### config.mk
export PLATFORM = sky130hd
export DESIGN_NAME = selection_sampler_prng_top
export DESIGN_NICKNAME = d
export VERILOG_FILES = /design/src/sv/sps_pkg.sv /design/src/sv/sps_serial_mod.sv /design/src/sv/selection_sampler_prng_top.sv
export SDC_FILE = /design/constraint.sdc
export NUM_CORES = 1
export LEC_CHECK = 0
export ABC_AREA = 1
export BUFFER_PORTS_ARGS = -buffer_cell sky130_fd_sc_hd__buf_2
export CAP_MARGIN = 10
export CORE_MARGIN = 2
export CORE_UTILIZATION = 55
export DETAILED_ROUTE_END_ITERATION = 7
export GPL_TIMING_DRIVEN = 1
export PLACE_DENSITY_LB_ADDON = 0.08
export REMOVE_ABC_BUFFERS = 1
export SETUP_SLACK_MARGIN = 0.15
export SYNTH_ARGS = -nofsm -noshare
export SYNTH_HDL_FRONTEND = slang
export SYNTH_SLANG_ARGS = --single-unit
### constraint.sdc
create_clock -name i_clk -period 16.35 [get_ports i_clk]
set_input_delay 1.635 -clock i_clk [delete_from_list [all_inputs] [get_ports i_clk]]
set_output_delay 1.635 -clock i_clk [all_outputs]
set_load 0.02 [all_outputs]
### src/sv/sps_pkg.sv
// Shared types and constants for the selection sampler.
`default_nettype none
package sps_pkg;

    localparam int WORD_W    = 64;
    localparam int CNT_W     = 21;
    localparam int VALUE_W   = 31;
    localparam int SLOT_W    = 20;
    localparam int CFG_IDX_W = 2;
    localparam int STEP_W    = $clog2(WORD_W);

    localparam int DEF_MAX_POPULATION = 1048576;

    localparam int ROT_A   = 24;
    localparam int SHIFT_B = 16;
    localparam int ROT_B   = 37;

    localparam logic [WORD_W-1:0] SEED0_RST = WORD_W'(1);
    localparam logic [WORD_W-1:0] SEED1_RST = '0;
    localparam logic [CNT_W-1:0]  SAMP_RST  = '0;
    localparam logic [CNT_W-1:0]  POP_RST   = CNT_W'(1);

    typedef enum logic [CFG_IDX_W-1:0] {
        CFG_SEED0 = 2'd0,
        CFG_SEED1 = 2'd1,
        CFG_SAMP  = 2'd2,
        CFG_POP   = 2'd3
    } t_cfg_idx;

    typedef enum logic [1:0] {
        S_IDLE,
        S_DIV,
        S_EMIT
    } t_state;

endpackage
`default_nettype wire

### src/sv/sps_serial_mod.sv
// Bit-serial restoring remainder unit: one dividend bit per cycle.
`default_nettype none
module sps_serial_mod (
    input  wire logic                      i_clk,
    input  wire logic                      i_rst_n,
    input  wire logic                      i_start,
    input  wire logic [sps_pkg::WORD_W-1:0] i_dividend,
    input  wire logic [sps_pkg::CNT_W-1:0]  i_divisor,
    output logic                           o_done,
    output logic [sps_pkg::CNT_W-1:0]       o_rem
);
    import sps_pkg::*;

    logic              r_busy;
    logic              r_done;
    logic [STEP_W-1:0] r_cnt;
    logic [WORD_W-1:0] r_shift;
    logic [CNT_W-1:0]  r_rem;
    logic [CNT_W-1:0]  r_div;
    logic [CNT_W:0]    c_trial;
    logic [CNT_W:0]    c_diff;
    logic [CNT_W-1:0]  n_rem;

    always_comb begin
        c_trial = {r_rem, r_shift[WORD_W-1]};
        c_diff  = c_trial - {1'b0, r_div};
        if (c_trial >= {1'b0, r_div}) begin
            n_rem = c_diff[CNT_W-1:0];
        end else begin
            n_rem = c_trial[CNT_W-1:0];
        end
    end

    always_ff @(posedge i_clk) begin
        if (!i_rst_n) begin
            r_busy <= 1'b0;
            r_done <= 1'b0;
        end else begin
            r_done <= 1'b0;
            if (i_start) begin
                r_busy <= 1'b1;
            end else if (r_busy && r_cnt == '0) begin
                r_busy <= 1'b0;
                r_done <= 1'b1;
            end
        end
    end

    always_ff @(posedge i_clk) begin
        if (i_start) begin
            r_cnt   <= STEP_W'(WORD_W - 1);
            r_shift <= i_dividend;
            r_rem   <= '0;
            r_div   <= i_divisor;
        end else if (r_busy) begin
            r_cnt   <= r_cnt - STEP_W'(1);
            r_shift <= {r_shift[WORD_W-2:0], 1'b0};
            r_rem   <= n_rem;
        end
    end

    assign o_done = r_done;
    assign o_rem  = r_rem;

endmodule
`default_nettype wire

### src/sv/selection_sampler_prng_top.sv
// Top level of the selection sampler with its xoroshiro128+ generator.
//
// Channels: item input (i_item_valid / o_item_ready), selection output
// (o_sel_valid / i_sel_ready) and a configuration write channel
// (i_cfg_valid / o_cfg_ready, always ready) carrying a register index and
// 64-bit data: 0 seed word 0, 1 seed word 1, 2 sample size, 3 population.
// A seed write loads that generator word at once.
// An item that needs a draw steps the generator at the transfer edge, then
// passes through the bit-serial remainder unit (one bit of the 64-bit draw
// per cycle), then its done flag, then a compare-and-emit step.
// An item that needs no draw (sample already complete) produces no result.
// One item is in flight at a time, so an item that draws must finish its
// compare-and-emit step before the next item is taken.
// The result sits in an output register; the next item is taken while it
// waits. If the receiver stalls and a new result is ready, the block holds
// it in the compare stage until the output register frees.
// Reset loads the generator with 1 and 0, sample size 0, population 1,
// and clears both counters and the output valid flag.
`default_nettype none
module selection_sampler_prng_top #(
    parameter int MAX_POPULATION = sps_pkg::DEF_MAX_POPULATION
) (
    input  wire logic                          i_clk,
    input  wire logic                          i_rst_n,
    input  wire logic                          i_cfg_valid,
    output logic                               o_cfg_ready,
    input  wire logic [sps_pkg::CFG_IDX_W-1:0] i_cfg_index,
    input  wire logic [sps_pkg::WORD_W-1:0]    i_cfg_data,
    input  wire logic                          i_item_valid,
    output logic                               o_item_ready,
    input  wire logic [sps_pkg::VALUE_W-1:0]   i_item_value,
    output logic                               o_sel_valid,
    input  wire logic                          i_sel_ready,
    output logic [sps_pkg::VALUE_W-1:0]        o_selected_value,
    output logic [sps_pkg::SLOT_W-1:0]         o_sample_slot,
    output logic                               o_last_of_sample
);
    import sps_pkg::*;

    localparam logic [31:0] MaxPop = 32'(MAX_POPULATION);

    t_state r_state, n_state;

    logic [WORD_W-1:0]  r_gen0, r_gen1;
    logic [CNT_W-1:0]   r_samp, r_pop;
    logic [CNT_W-1:0]   r_seen, r_taken;
    logic [VALUE_W-1:0] r_value;
    logic               r_out_valid;
    logic [VALUE_W-1:0] r_out_value;
    logic [SLOT_W-1:0]  r_out_slot;
    logic               r_out_last;

    logic [31:0]        c_pop32;
    logic [CNT_W-1:0]   c_pop, c_samp;
    logic [CNT_W-1:0]   c_seen0, c_taken0;
    logic [CNT_W-1:0]   c_seen1, c_taken1;
    logic [CNT_W-1:0]   c_need;
    logic               c_accept, c_draw, c_hit, c_out_free, c_emit;
    logic [WORD_W-1:0]  c_sum, c_b, c_gen0, c_gen1;
    logic               c_div_start, c_div_done;
    logic [CNT_W-1:0]   c_rem;

    // effective sizes
    always_comb begin
        c_pop32 = {{(32 - CNT_W){1'b0}}, r_pop};
        if (c_pop32 == '0) begin
            c_pop32 = 32'd1;
        end
        if (c_pop32 > MaxPop) begin
            c_pop32 = MaxPop;
        end
        c_pop  = c_pop32[CNT_W-1:0];
        c_samp = (r_samp < c_pop) ? r_samp : c_pop;
    end

    // generator step
    always_comb begin
        c_sum  = r_gen0 + r_gen1;
        c_b    = r_gen0 ^ r_gen1;
        c_gen0 = {r_gen0[WORD_W-1-ROT_A:0], r_gen0[WORD_W-1:WORD_W-ROT_A]}
                 ^ c_b ^ (c_b << SHIFT_B);
        c_gen1 = {c_b[WORD_W-1-ROT_B:0], c_b[WORD_W-1:WORD_W-ROT_B]};
    end

    always_comb begin
        c_accept   = i_item_valid && o_item_ready;
        c_seen0    = (r_seen >= c_pop) ? '0 : r_seen;
        c_taken0   = (r_seen >= c_pop) ? '0 : r_taken;
        c_draw     = c_taken0 < c_samp;
        c_need     = c_samp - r_taken;
        c_hit      = {{(32 - CNT_W){1'b0}}, c_rem} < {{(32 - CNT_W){1'b0}}, c_need};
        c_out_free = !r_out_valid || i_sel_ready;
        c_seen1    = r_seen + CNT_W'(1);
        c_taken1   = r_taken + (c_hit ? CNT_W'(1) : '0);
    end

    always_comb begin
        n_state     = r_state;
        o_item_ready = 1'b0;
        c_div_start = 1'b0;
        c_emit      = 1'b0;
        case (r_state)
            S_IDLE: begin
                o_item_ready = 1'b1;
                if (c_accept && c_draw) begin
                    c_div_start = 1'b1;
                    n_state     = S_DIV;
                end
            end
            S_DIV: begin
                if (c_div_done) begin
                    n_state = S_EMIT;
                end
            end
            S_EMIT: begin
                if (!c_hit || c_out_free) begin
                    c_emit  = c_hit;
                    n_state = S_IDLE;
                end
            end
            default: begin
                n_state = S_IDLE;
            end
        endcase
    end

    always_ff @(posedge i_clk) begin
        if (!i_rst_n) begin
            r_state <= S_IDLE;
        end else begin
            r_state <= n_state;
        end
    end

    // configuration, generator and counters
    always_ff @(posedge i_clk) begin
        if (!i_rst_n) begin
            r_gen0  <= SEED0_RST;
            r_gen1  <= SEED1_RST;
            r_samp  <= SAMP_RST;
            r_pop   <= POP_RST;
            r_seen  <= '0;
            r_taken <= '0;
        end else begin
            if (i_cfg_valid) begin
                case (t_cfg_idx'(i_cfg_index))
                    CFG_SEED0: r_gen0 <= i_cfg_data;
                    CFG_SEED1: r_gen1 <= i_cfg_data;
                    CFG_SAMP:  r_samp <= i_cfg_data[CNT_W-1:0];
                    CFG_POP:   r_pop  <= i_cfg_data[CNT_W-1:0];
                    default: begin
                    end
                endcase
            end
            if (c_accept) begin
                if (c_draw) begin
                    r_gen0  <= c_gen0;
                    r_gen1  <= c_gen1;
                    r_seen  <= c_seen0;
                    r_taken <= c_taken0;
                end else if (c_seen0 + CNT_W'(1) >= c_pop) begin
                    r_seen  <= '0;
                    r_taken <= '0;
                end else begin
                    r_seen  <= c_seen0 + CNT_W'(1);
                    r_taken <= c_taken0;
                end
            end
            if (r_state == S_EMIT && n_state == S_IDLE) begin
                if (c_seen1 >= c_pop) begin
                    r_seen  <= '0;
                    r_taken <= '0;
                end else begin
                    r_seen  <= c_seen1;
                    r_taken <= c_taken1;
                end
            end
        end
    end

    always_ff @(posedge i_clk) begin
        if (c_accept) begin
            r_value <= i_item_value;
        end
    end

    // output register
    always_ff @(posedge i_clk) begin
        if (!i_rst_n) begin
            r_out_valid <= 1'b0;
        end else if (c_emit) begin
            r_out_valid <= 1'b1;
        end else if (i_sel_ready) begin
            r_out_valid <= 1'b0;
        end
    end

    always_ff @(posedge i_clk) begin
        if (c_emit) begin
            r_out_value <= r_value;
            r_out_slot  <= r_taken[SLOT_W-1:0];
            r_out_last  <= (c_taken1 == c_samp);
        end
    end

    sps_serial_mod u_mod (
        .i_clk      (i_clk),
        .i_rst_n    (i_rst_n),
        .i_start    (c_div_start),
        .i_dividend (c_sum),
        .i_divisor  (c_pop - c_seen0),
        .o_done     (c_div_done),
        .o_rem      (c_rem)
    );

    assign o_cfg_ready      = 1'b1;
    assign o_sel_valid      = r_out_valid;
    assign o_selected_value = r_out_value;
    assign o_sample_slot    = r_out_slot;
    assign o_last_of_sample = r_out_last;

endmodule
`default_nettype wire
==> qor.csv <==
metric;value;unit
hold_viol_final;0;
grt_setup_unrepaired;false;
synth.avg_cell_area;7.248;um2
tightestPinTransition;1093;ps
antenna_found_initial;1;
port_buffers;155;
dpl-instance-area;30830;um2
ys_seq_elements;412;
status;complete, no violations;
p_leak;14.97;nW
nets;4506;
netlist_area;29760;um2
finalCriticalPeriod;9374;ps
max_stage_delay;620;ps
postLayoutCoreUtil;60.41;%
synthCells;4106;
cp-end-kind;flip-flop;
cp.required;16830;ps
grt_pass1_wl;155300;um
clock_skew;20.67;ps
cts_resized;0;
cts_buffer_depth;3;
clk_latency;620;ps
pwr-share-seq;27.4;%
start_util;55.41;%
max-vdd-ir-drop;0.0002277;V
p_per_area;195.1;nW/um2
post_drt_wl_per_cell;21.08;um
num-fill-cells;5107;
track_usage;36.32;%
synth_cell_types;61;
crit_fanout;41;
p_clk_share;17.7;%
cp-start-kind;flip-flop;
vias_per_cell;5.757;
intPower;3.217;mW
synth-async-reset-ratio;0;%
grt_pass1_vias;26270;
setup_tns;0;ps
cts_tree;built;
drt_iter0_drc;2615;
grt_max_degree;150;
fin_ws;6976;ps
hp-class;flip-flop to flip-flop;
yosys_most_used_dff;dfxtp_1;
cp_common_cell;nand2_1;
path_clk_slew;70;ps
final_common_cell;nand2_1;
htreeDepth;2;
clock-sinks;412;
final-setup-viol-count;0;
place_congestion;1.043;
drtPass1Iterations;7;
p_switching;3.113;mW
combPwrFrac;54.9;%
synth_edf_count;168;
slew_violations;0;
postCtsSetupRepairBufs;0;
core;53710;um2
yosysSeqAreaShare;33.36;%
critPathArrivalTime;9850;ps
ant_nets;0;
finalNonFillerCells;4886;
area_delta_synth_final;9.022;%
place_ws;7104;ps
num_rows;85;
cts_root_buffer;clkbuf_16;
wl;103000;um
die_w;236.6;um
swShare;49.18;%
cts_buffers;49;
critPathSlowestCell;o21ai_0;
synth_warnings;0;
grt_overflow;0;
via_count;28130;
slew_headroom;26.38;%
fmax;106.7;MHz
drc;0;
design_area;32450;um2
timing.max_cap.violations;0;
fin_crit_sh;57.34;%
place_inst;4793;
die_y;236.6;um
cts_hold_buf;0;
critical_path_class;flip-flop to flip-flop;
layout_common_cells;794 x nand2_1, 548 x inv_1, 461 x o21ai_0;
dieArea;55990;um2
ios;157;
place.detailed.hpwl;79500;um
drive_gt1_share;6.851;%
[per-stage QoR]
| step | total power [mW] | hold WS, ps |
|---|---|---|
| after floorplan | 3.968 | 400.3 |
| after global placement | 5.108 | 400.5 |
| after detailed placement | 5.124 | 404.5 |
| after CTS | 6.263 | 418.4 |
| after global routing | 6.718 | 425.0 |
| final | 6.331 | 415.3 |
[cell type report]
cell class,count,area [um2],area share [%]
diodes,1,2.502,0.007712
clock buffers,63,1319,4.064
clock inverters,29,296.5,0.9139
inverters,557,2096,6.459
multi-input cells,2953,16990,52.36
flip-flops and latches,412,9930,30.60
well taps,696,870.8,2.684
repair buffers,175,944.7,2.911
[worst max-delay path, delay by kind of cell, from the launching register on]
kind,cells,cell delay [ps]
AO/OA/AOI/OAI,10,2590
XOR/XNOR,3,580
adder cells (fa/ha/maj),5,1420
buffers and inverters,7,850
flip-flops,1,300
AND/OR/NAND/NOR,23,3450
[metal layers]
metal  track usage, %  vias to the layer above  wire length [um]
met5                0                        -                 0
met4            21.04                        0              6904
met3            4.768                      320              6628
met2            60.96                     1179             48030
met1            44.89                    12940             41420
li1                 -                    13690                 -
[worst paths after layout]
kind / slack [ps] / from / cells after the start / end
worst max-delay path: 6980 / r_pop[8] / 48 / o_last_of_sample
worst min-delay path: 420 / r_value[30] / 0 / o_selected_value[30]
worst max register to register: 6980 / r_pop[8] / 48 / o_last_of_sample
worst min register to register: 420 / r_value[30] / 0 / o_selected_value[30]
[cell usage after synthesis (2+ instances only)]
master	n	share of area, %
o221ai_1	5	0.15
nand3_1	168	2.8
inv_2	3	0.038
o21ai_0	461	7.8
nand3b_1	7	0.18
a221oi_1	7	0.21
nor3b_1	2	0.050
a21o_1	14	0.35
nand3_2	2	0.067
a21boi_0	7	0.18
a21boi_1	2	0.050
a211oi_1	10	0.25
mux2i_1	18	0.61
buf_1	7	0.088
a21oi_1	377	6.3
fa_1	4	0.27
o31ai_1	3	0.076
o21a_1	14	0.35
nand2_2	2	0.042
o21bai_1	8	0.20
or2_2	5	0.11
xor2_1	177	5.2
clkinv_1	3	0.038
edfxtp_1	168	17
nor3_1	37	0.62
nand2_1	797	10
o211ai_1	16	0.40
o21ai_1	32	0.54
dfxtp_1	244	16
inv_1	550	6.9
buf_2	44	0.74
ha_1	252	11
buf_6	3	0.11
mux2_2	3	0.11
clkbuf_1	128	1.6
a31oi_1	38	0.80
xnor2_1	100	2.9
nor4_2	3	0.13
nor2_1	317	4.0
and3_1	2	0.042
nand4_1	36	0.76
nor4_1	11	0.23
[cells by family after synthesis]
kind of cell             after synthesis  share of synthesized area (%)
AND/OR/NAND/NOR                     1397                          19.36
other                                  1                        0.01260
buffers and inverters                741                          9.674
multiplexers                          21                         0.7189
adder cells (fa/ha/maj)              256                          10.86
XOR/XNOR                             277                          8.152
AO/OA/AOI/OAI                       1001                          17.85
flip-flops                           412                          33.36
[state kept, by name, indices dropped and copies added (netlist names)]
signal and count:
u_mod.r_busy 1, u_mod.r_div 21, u_mod.o_done 1, r_pop 21
r_gen0 64, o_sel_valid 1, r_state 2, r_samp 21
r_value 31, o_last_of_sample 1, o_sample_slot 20, u_mod.o_rem 21
u_mod.r_shift 64, r_gen1 64, r_taken 21, u_mod.r_cnt 6
o_selected_value 31, r_seen 21
[power groups by stage]
stage	Clock [mW]	Combinational, mW	Sequential, mW
2_1_floorplan	0	2.31	1.66
3_3_place_gp	0	3.37	1.74
3_5_place_dp	0	3.38	1.74
4_1_cts	1.13	3.41	1.73
5_1_grt	1.17	3.79	1.76
6_report	1.12	3.47	1.73
No activity file was read; power rests on OpenSTA's default activity.
